$ cat src/hw/rtl/breg_pkg.sv
// Shared types and constants for the Exp-Golomb bit reader.
// Used by breg_fetch and bit_reader_exp_golomb_core; depends on nothing.
package breg_pkg;

  // operation codes, carried on in_tuser
  localparam logic [2:0] OP_LOAD    = 3'd0;
  localparam logic [2:0] OP_READ    = 3'd1;
  localparam logic [2:0] OP_PEEK    = 3'd2;
  localparam logic [2:0] OP_UE      = 3'd3;
  localparam logic [2:0] OP_SE      = 3'd4;
  localparam logic [2:0] OP_ALIGN   = 3'd5;
  localparam logic [2:0] OP_FIND    = 3'd6;
  localparam logic [2:0] OP_RESTART = 3'd7;

  localparam int          OFS_W    = 16;
  localparam logic [15:0] OFS_MAX  = 16'hFFFF;
  localparam logic [4:0]  MAX_BITS = 5'd25;

  // byte index: bit offset / 8 plus up to eight window slots
  localparam int IDX_W  = 14;
  localparam int SLOT_W = 4;
  // window register: nine bytes
  localparam int WIN_W  = 72;

  localparam logic [SLOT_W-1:0] SLOT_FIRST   = 4'd0;
  localparam logic [SLOT_W-1:0] SLOT_WORD_LO = 4'd3;
  localparam logic [SLOT_W-1:0] SLOT_UE_LO   = 4'd8;

  typedef struct packed {
    logic              start;
    logic [IDX_W-1:0]  base;
    logic [SLOT_W-1:0] first;
    logic [SLOT_W-1:0] last;
  } fetch_req_t;

  typedef struct packed {
    logic              valid;
    logic              last;
    logic [SLOT_W-1:0] slot;
    logic [7:0]        data;
  } fetch_cap_t;

  // leading zeros of a nonzero byte
  function automatic logic [2:0] lzc8(input logic [7:0] b);
    logic [2:0] r;
    priority casez (b)
      8'b1???_????: r = 3'd0;
      8'b01??_????: r = 3'd1;
      8'b001?_????: r = 3'd2;
      8'b0001_????: r = 3'd3;
      8'b0000_1???: r = 3'd4;
      8'b0000_01??: r = 3'd5;
      8'b0000_001?: r = 3'd6;
      default:      r = 3'd7;
    endcase
    return r;
  endfunction

endpackage

$ cat src/hw/rtl/breg_fetch.sv
// Window fetch sequencer: issues one byte read per cycle into the byte store
// and returns the bytes tagged with their window slot. Uses breg_pkg.
module breg_fetch #(
  parameter int CNT_W  = 13,
  parameter int ADDR_W = 12
) (
  input  logic                 clk,
  input  logic                 rst_n,
  input  breg_pkg::fetch_req_t req,
  input  logic [CNT_W-1:0]     byte_cnt,
  output logic                 rd_en,
  output logic [ADDR_W-1:0]    rd_addr,
  input  logic [7:0]           rd_data,
  output breg_pkg::fetch_cap_t cap
);

  localparam int CMP_W = (CNT_W > breg_pkg::IDX_W) ? CNT_W : breg_pkg::IDX_W;

  logic                          busy_r, busy_nxt;
  logic                          pend_r;
  logic [breg_pkg::IDX_W-1:0]    idx_r;
  logic [breg_pkg::SLOT_W-1:0]   slot_r, last_r, pend_slot_r;
  logic                          pend_last_r, pend_zero_r;
  logic                          in_range;

  // bytes past the stored count read as zero
  assign in_range = CMP_W'(idx_r) < CMP_W'(byte_cnt);
  assign busy_nxt = req.start | (busy_r & (slot_r != last_r));
  assign rd_en    = busy_r & in_range;
  assign rd_addr  = ADDR_W'(idx_r);

  always_ff @(posedge clk) begin
    if (!rst_n) begin
      busy_r <= 1'b0;
      pend_r <= 1'b0;
    end else begin
      busy_r <= busy_nxt;
      pend_r <= busy_r;
    end
  end

  always_ff @(posedge clk) begin
    if (req.start) begin
      idx_r  <= req.base + breg_pkg::IDX_W'(req.first);
      slot_r <= req.first;
      last_r <= req.last;
    end else if (busy_r) begin
      idx_r  <= idx_r + 1'b1;
      slot_r <= slot_r + 1'b1;
    end
    pend_slot_r <= slot_r;
    pend_last_r <= (slot_r == last_r);
    pend_zero_r <= ~in_range;
  end

  assign cap.valid = pend_r;
  assign cap.last  = pend_last_r;
  assign cap.slot  = pend_slot_r;
  assign cap.data  = pend_zero_r ? 8'd0 : rd_data;

endmodule

$ cat config.mk
export PLATFORM = sky130hd
export DESIGN_NAME = breg_fetch
export DESIGN_NICKNAME = d
export VERILOG_FILES = /design/src/hw/rtl/breg_pkg.sv /design/src/hw/rtl/breg_fetch.sv
export SDC_FILE = /design/constraint.sdc
export NUM_CORES = 1
export LEC_CHECK = 0
export BUFFER_PORTS_ARGS = -buffer_cell sky130_fd_sc_hd__buf_2
export CAP_MARGIN = 5
export CORE_AREA = 3 3 71 73
export CTS_BUF_LIST = sky130_fd_sc_hd__clkbuf_8
export DETAILED_ROUTE_END_ITERATION = 6
export DIE_AREA = 0 0 74 76
export GPL_ROUTABILITY_DRIVEN = 0
export PLACE_DENSITY = 0.74
export SYNTH_ARGS = -nofsm -noshare
export SYNTH_HDL_FRONTEND = slang
export SYNTH_SLANG_ARGS = --single-unit
$ cat constraint.sdc
create_clock -name clk -period 2.7 [get_ports clk]
set_input_delay 0.54 -clock clk [delete_from_list [all_inputs] [get_ports clk]]
set_output_delay 0.54 -clock clk [all_outputs]
set_load 0.03 [all_outputs]
======== After elaboration in Yosys (flattened, before gate mapping) ========
Cells that the tools add are included.
storage, ports and cells
  output and inout bits ................... 27
  logic and storage cells ................. 24
  bits in registers ....................... 30
operators by class
  bitwise logic cells ..................... 4
  reduce and logical (&&, ||, !) cells .... 1
  eq/ne operators ......................... 2
  order comparisons ....................... 1
  muxes and demuxes ....................... 5
  add/sub/neg operators ................... 3
operators by type and width
  cell                                           number
  2-to-1 mux 14 bit                              2
  adder 14 x 1 -> 14 bit, second input constant  1
  adder 14 x 4 -> 14 bit                         1
  < comparator 14 x 13 -> 1 bit                  1
  2-to-1 mux 4 bit                               2
  2-to-1 mux 8 bit                               1
  adder 4 x 1 -> 4 bit, second input constant    1
  == test 4 bit                                  1
  != test 4 bit                                  1
  bitwise AND 1 bit                              2
  nonzero test 2 bit                             1
  inverter 1 bit                                 1
  bitwise OR 1 bit                               1

======== Logic depth before layout (Yosys ltp) ========
Gate-level depths: netlist of the first run.
  word-level depth ........................ 3
  gate-level depth with buffers ........... 6
  gate-level depth less buffers ........... 6

======== Worst setup path after synthesis of the first run ========
Ideal clock, no wire load.
  kind .................................... input to output
  start ................................... in byte_cnt[2]
  end ..................................... out rd_en
  required time ........................... 2.160 ns
  path slack .............................. 0.403 ns
  stages .................................. 6
  arrival time ............................ 1.757 ns
  buffers on the path ..................... 0
  cell sequence ........................... inv_1 ha_1 a21oi_1 o21ai_0 a221oi_1 o2111a_1
on the way
  cells in the longest elaborated chain, start to end .. 2
ends and longest elaborated chain
  element                        RTL line          RTL
  start, declared                breg_fetch.sv:10  input logic [CNT_W-1:0] byte_cnt,
  < comparator 14 x 13 -> 1 bit  breg_fetch.sv:27  assign in_range = CMP_W'(idx_r) < CMP_W'(byte_cnt);
  bitwise AND 1 bit              breg_fetch.sv:29  assign rd_en = busy_r & in_range;
  end, declared                  breg_fetch.sv:11  output logic rd_en,
No other way between the ends.

======== Worst setup path in the final report of the first run ========
  start ................................... reg idx_r[12] (netlist bit)
  end ..................................... out rd_en
on the way
  cells in the longest elaborated chain, start to end .. 2
ends and longest elaborated chain
  element                        RTL line          RTL
  start, declared                breg_fetch.sv:21  logic [breg_pkg::IDX_W-1:0] idx_r;
  start signal, assigned         breg_fetch.sv:44  idx_r <= req.base + breg_pkg::IDX_W'(req.first);
  start signal, assigned         breg_fetch.sv:48  idx_r <= idx_r + 1'b1;
  < comparator 14 x 13 -> 1 bit  breg_fetch.sv:27
  bitwise AND 1 bit              breg_fetch.sv:29
No other way between the ends.

==> impl_metrics.tcl, run 1 <==
set metrics [dict create \
    cp-endpoint "rd_en" \
    cts_made_buffers 5 \
    crit_fanout 3 \
    drive_above_1_share 0.341 \
    hp-start "req[1]" \
    first_pass_iters 4 \
    syn-num-nets 294 \
    pre_cts_ws_ns 0.195 \
    timing.rr.start "idx_r[0]" \
    cts_tree "built" \
    hold_depth 1 \
    crit_slowest_cell "edfxtp_1" \
    ys_ff_latch 30 \
    worstSetupStartpoint "idx_r[12]" \
    synthTopCellsByArea "edfxtp_1 (30%), ha_1 (10%), dfxtp_1 (7.2%)" \
    crit_cells 5 \
    worst_pin_slew_ns 0.425 \
    hold_slack_ns 0.432 \
    fin_setup_tns_ns 0 \
    status "finished, final reports clean" \
    gr-usage-met3 0.0343 \
    viasPerCell 5.24 \
    pin_count 73 \
    required_ns 2.16 \
    port_buffers 72 \
    arrival_ns 1.99 \
    end_kind "output port" \
    grt.busiest_layer "met1" \
    crit_family "simple AND/OR/NAND/NOR gates" \
    synthArstFlopShare 0 \
    total_power_mw 1.47 \
    hold_viol 0 \
    skew_ns 0.00523 \
    dieArea_mm2 0.00562 \
    r2r_end "idx_r[8]" \
    fin_ws_ns 0.165 \
    fin_util 0.607 \
    power_density_mw_per_mm2 547 \
    antenna_found_initial 0 \
    finalWirelength_mm 4.69 \
    relSlewSlack 0.716 \
    cts_root_buffer "clkbuf_8" \
    crit_path_max_incr_delay_ns 0.45 \
    grt_pass1_vias 1691 \
    die_x_um 74 \
    maxCapViolCount 0 \
    drc 0 \
    clk_path_buf_depth 2 \
    rows 24 \
    gr-usage-all-layers 0.177 \
    crit_type "register to output port" \
    overflow 0 \
    ff2ff_path_depth 5 \
    diodes 0 \
    fin_crit_sh 0.939 \
    clk_latency_ns 0.28 \
    synth_area_mm2 0.00221 \
    syn_inst 229 \
    fmax_mhz 395 \
    maxSlewViolCount 0 \
    setup_viol 0 \
    holdBufCountCts 0 \
    synth_largest_area_cell "edfxtp_1" \
    path_cells "ha_1 > nand4b_1 > or3_1 > o2111a_1 > buf_2" \
    path_clk_slew_ns 0.06 \
    layout_min_cycle_time_ns 2.53 \
    r2r_setup_slack_ns 0.96 \
    synth-edff-count 22 \
    ir_worst_vdd_uv 255 \
    vias 1839 \
    crit_buf_inv 1 \
    ys_dominant_reg_cell "edfxtp_1" \
    grtUsageMet1 0.257 \
    nets 363 \
    synth_most_common_cell "nand2_1" \
    antenna_left 0 \
    start_util 0.502 \
    die_h_um 76 \
    yosysSeqAreaShare 0.371 \
    h-tree-depth 2 \
    rsz0062_at_grt "no" \
    ys_top_cells_by_count "nand2_1 (23), edfxtp_1 (22), inv_1 (19)" \
    hpwlAfterDp_mm 3.74 \
    grt_max_degree 21 \
    synth_top_area_share 0.298 \
    synth_warnings 0 \
    grt_pass1_wl_mm 7.86 \
    p_leak_nw 1.22 \
    min_path_type "input pin to register" \
    met2_usage 0.254 \
    wl_per_cell_um 13.4 \
    clock-sinks 30 \
    worstSetupStartpointType "register" \
    syn_avg_cell_area_um2 9.67 \
    synth.distinct_cells 54 \
    first_iter_violations 89 \
    syn2layout_area_growth_pct 21.0 \
    core_mm2 0.00441 \
]
==> power breakdown <==
group	switching (mW)	internal, mW	total [mW]
sequential	0.0509	0.565	0.616
clock	0.168	0.205	0.373
combinational	0.286	0.190	0.476
==> worst min-delay path by stage <==
| stage | end | slack (ns) |
|---|---|---|
| 2_1_floorplan | pend_slot_r[3] | 0.41 |
| 6_report | last_r[1] | 0.43 |
| 5_1_grt | last_r[1] | 0.42 |
| 3_5_place_dp | pend_slot_r[3] | 0.45 |
| 4_1_cts | last_r[3] | 0.42 |
| 3_3_place_gp | pend_slot_r[3] | 0.45 |
==> cell usage in the layout, fill, tap and decap left out, drive strengths merged, types with 3 or more instances in the layout <==
master / instances
a21o: 4
a211oi: 4
dfxtp: 8
ha: 18
buf: 80
a21oi: 5
o21ai: 14
nor4: 6
a31oi: 4
xor2: 9
inv: 20
edfxtp: 22
nor2b: 9
nand3: 7
nor3: 11
o21a: 3
clkbuf: 6
or3: 6
xnor2: 8
nand2: 24
and3: 3
==> layer usage <==
metal  vias up  share of wire  wire length, µm
li1        961              -                -
met1       800           0.48             2260
met4         0          0.018               83
met5         -              0                0
met3         6          0.097              453
met2        72           0.40             1890
==> registers in the layout, indices dropped and copies added (netlist names) <==
| name | flops |
|---|---|
| busy_r | 1 |
| idx_r | 14 |
| last_r | 4 |
| pend_r | 1 |
| pend_zero_r | 1 |
| pend_slot_r | 4 |
| pend_last_r | 1 |
| slot_r | 4 |
==> per-stage QoR <==
step	cells	cell area (µm²)
detailed placement	341	2560
CTS	349	2660
floorplan	229	2210
finish	351	2680
global route	351	2680
global placement	341	2560
==> layout make-up <==
class | instances | area, µm²
clock buffer | 6 | 82.6
sequential | 30 | 821
tap | 52 | 65.1
inverter | 19 | 71.3
fill | 373 | 1730
clock inverter | 2 | 11.3
multi-input combinational | 162 | 1210
timing repair buffer | 80 | 420
==> what timing repair did <==
action / in CTS / in global routing
buffers inserted: 0 / 2
endpoints found under the setup margin: 0 / 1
gates resized for setup: 0 / 1
==> cells by family after synthesis <==
logic type / count (synthesis) / synth area share
fa+ha+maj: 19 / 0.111
xor+xnor: 17 / 0.0672
buf+inv: 37 / 0.0864
mux: 2 / 0.0102
compound gates: 48 / 0.151
flops: 30 / 0.371
simple gates: 76 / 0.204
(Power assumes the default switching activity.)
==> run 2, diff against run 1 <==
CORE_AREA = 3 3 72 74   (was 3 3 71 73)
DIE_AREA = 0 0 75 77   (was 0 0 74 76)
PLACE_DENSITY = 0.72   (was 0.74)
==> impl_metrics.tcl, run 2 (synthesized netlist as in run 1, its figures left out) <==
set metrics [dict create \
    crit_type "register to output port" \
    crit_buf_inv 1 \
    fin_crit_sh 0.947 \
    diodes 0 \
    vias 1865 \
    top_register "idx_r" \
    hold_slack_ns 0.421 \
    cts_resized 0 \
    cts_made_buffers 5 \
    drive_above_1_share 0.330 \
    arrival_ns 2.02 \
    grt_pass1_vias 1664 \
    cts_root_buffer "clkbuf_8" \
    fmax_mhz 391 \
    clk_path_buf_depth 2 \
    h-tree-depth 2 \
    path_clk_slew_ns 0.07 \
    relSlewSlack 0.710 \
    place_area_mm2 0.00257 \
    start_util 0.475 \
    met1_length_mm 2.30 \
    total_power_mw 1.44 \
    rsz0062_at_grt "no" \
    r2r_setup_slack_ns 1.00 \
    finalWirelength_mm 4.82 \
    core_mm2 0.00466 \
    syn2layout_area_growth_pct 19.8 \
    antenna_left 0 \
    first_pass_iters 4 \
    hpwlAfterDp_mm 3.83 \
    port_buffers 72 \
    die_h_um 77 \
    wl_met2_mm 2.13 \
    clk_latency_ns 0.29 \
    power_density_mw_per_mm2 542 \
    setup_viol 0 \
    clock-sinks 30 \
    highest_layer "met4" \
    first_iter_violations 146 \
    hold_viol 0 \
    die_x_um 75 \
    crit_path_max_incr_delay_ns 0.47 \
    skew_ns 0.00852 \
    min_path_type "input pin to register" \
    dieArea_mm2 0.00578 \
    antenna_found_initial 0 \
    stdcell_area_mm2 0.00265 \
    status "finished, final reports clean" \
    crit_fanout 5 \
    end_kind "output port" \
    fin_setup_tns_ns 0 \
    path_cells "ha_1 > nand4b_1 > or3_1 > o2111a_1 > buf_2" \
    maxSlewViolCount 0 \
    cts_tree "built" \
    viasPerCell 5.31 \
    crit_slowest_cell "edfxtp_1" \
    overflow 0 \
    holdBufCountCts 0 \
    ir_worst_vdd_uv 255 \
    worst_pin_slew_ns 0.436 \
    layout_min_cycle_time_ns 2.56 \
    maxCapViolCount 0 \
    layout.cells.most_common "buf_2" \
    drc 0 \
    wl_per_cell_um 13.7 \
    required_ns 2.16 \
    pin_count 73 \
    wl_met3_um 355 \
    largest_reg_flops 14 \
    grt_pass1_wl_mm 7.40 \
    gr-usage-all-layers 0.165 \
    p_leak_nw 1.20 \
    rows 25 \
    postCtsSetupBuffers 0 \
    mostFrequentLayoutCells "buf_2 (72), nand2_1 (23), edfxtp_1 (22)" \
    grt_max_degree 27 \
    crit_family "simple AND/OR/NAND/NOR gates" \
    nets 361 \
    worstSetupStartpointType "register" \
]
-- run 2: cell count changes in the layout (fill, tap and decap cells not counted), sizes merged --
cell      delta
clkinv       +1
buf          -2
clkinvlp     +1
inv          -1
clkbuf       -1
-- run 2: where the power goes --
group	leakage, nW	internal (mW)	total, mW	switching (mW)
registers	0.286	0.565	0.620	0.0544
clock network	0.0416	0.176	0.355	0.179
logic	0.875	0.185	0.464	0.279
total	1.20	0.926	1.44	0.512
-- run 2: final timing paths --
check / from / endpoint / cells past startpoint
min reg2reg: slot_r[1] / pend_slot_r[1] / 0
max reg2reg: idx_r[0] / idx_r[8] / 5
max: idx_r[11] / rd_en / 5
min: req[2] / last_r[2] / 1
-- run 2: stage by stage --
stage	std cells	worst slack [ns]	utilization
floorplan	229	0.403	-
global placement	343	0.234	0.551
detailed placement	343	0.189	0.551
CTS	351	0.132	0.569
global route	351	0.0433	0.569
finish	351	0.142	0.569
-- run 2: cell type report --
type                    count  area (µm²)
multi-input cells         162        1200
repair buffers             78         405
inverters                  19        71.3
fillers                   409        2010
clock inverters             3        16.3
well taps                  54        67.6
clock buffers               5        68.8
flip-flops and latches     30         821
-- run 2: metal layers --
metal,vias up,track usage
met1,840,0.221
met5,-,0
met2,69,0.254
met4,0,0.0605
met3,2,0.0380
li1,954,-
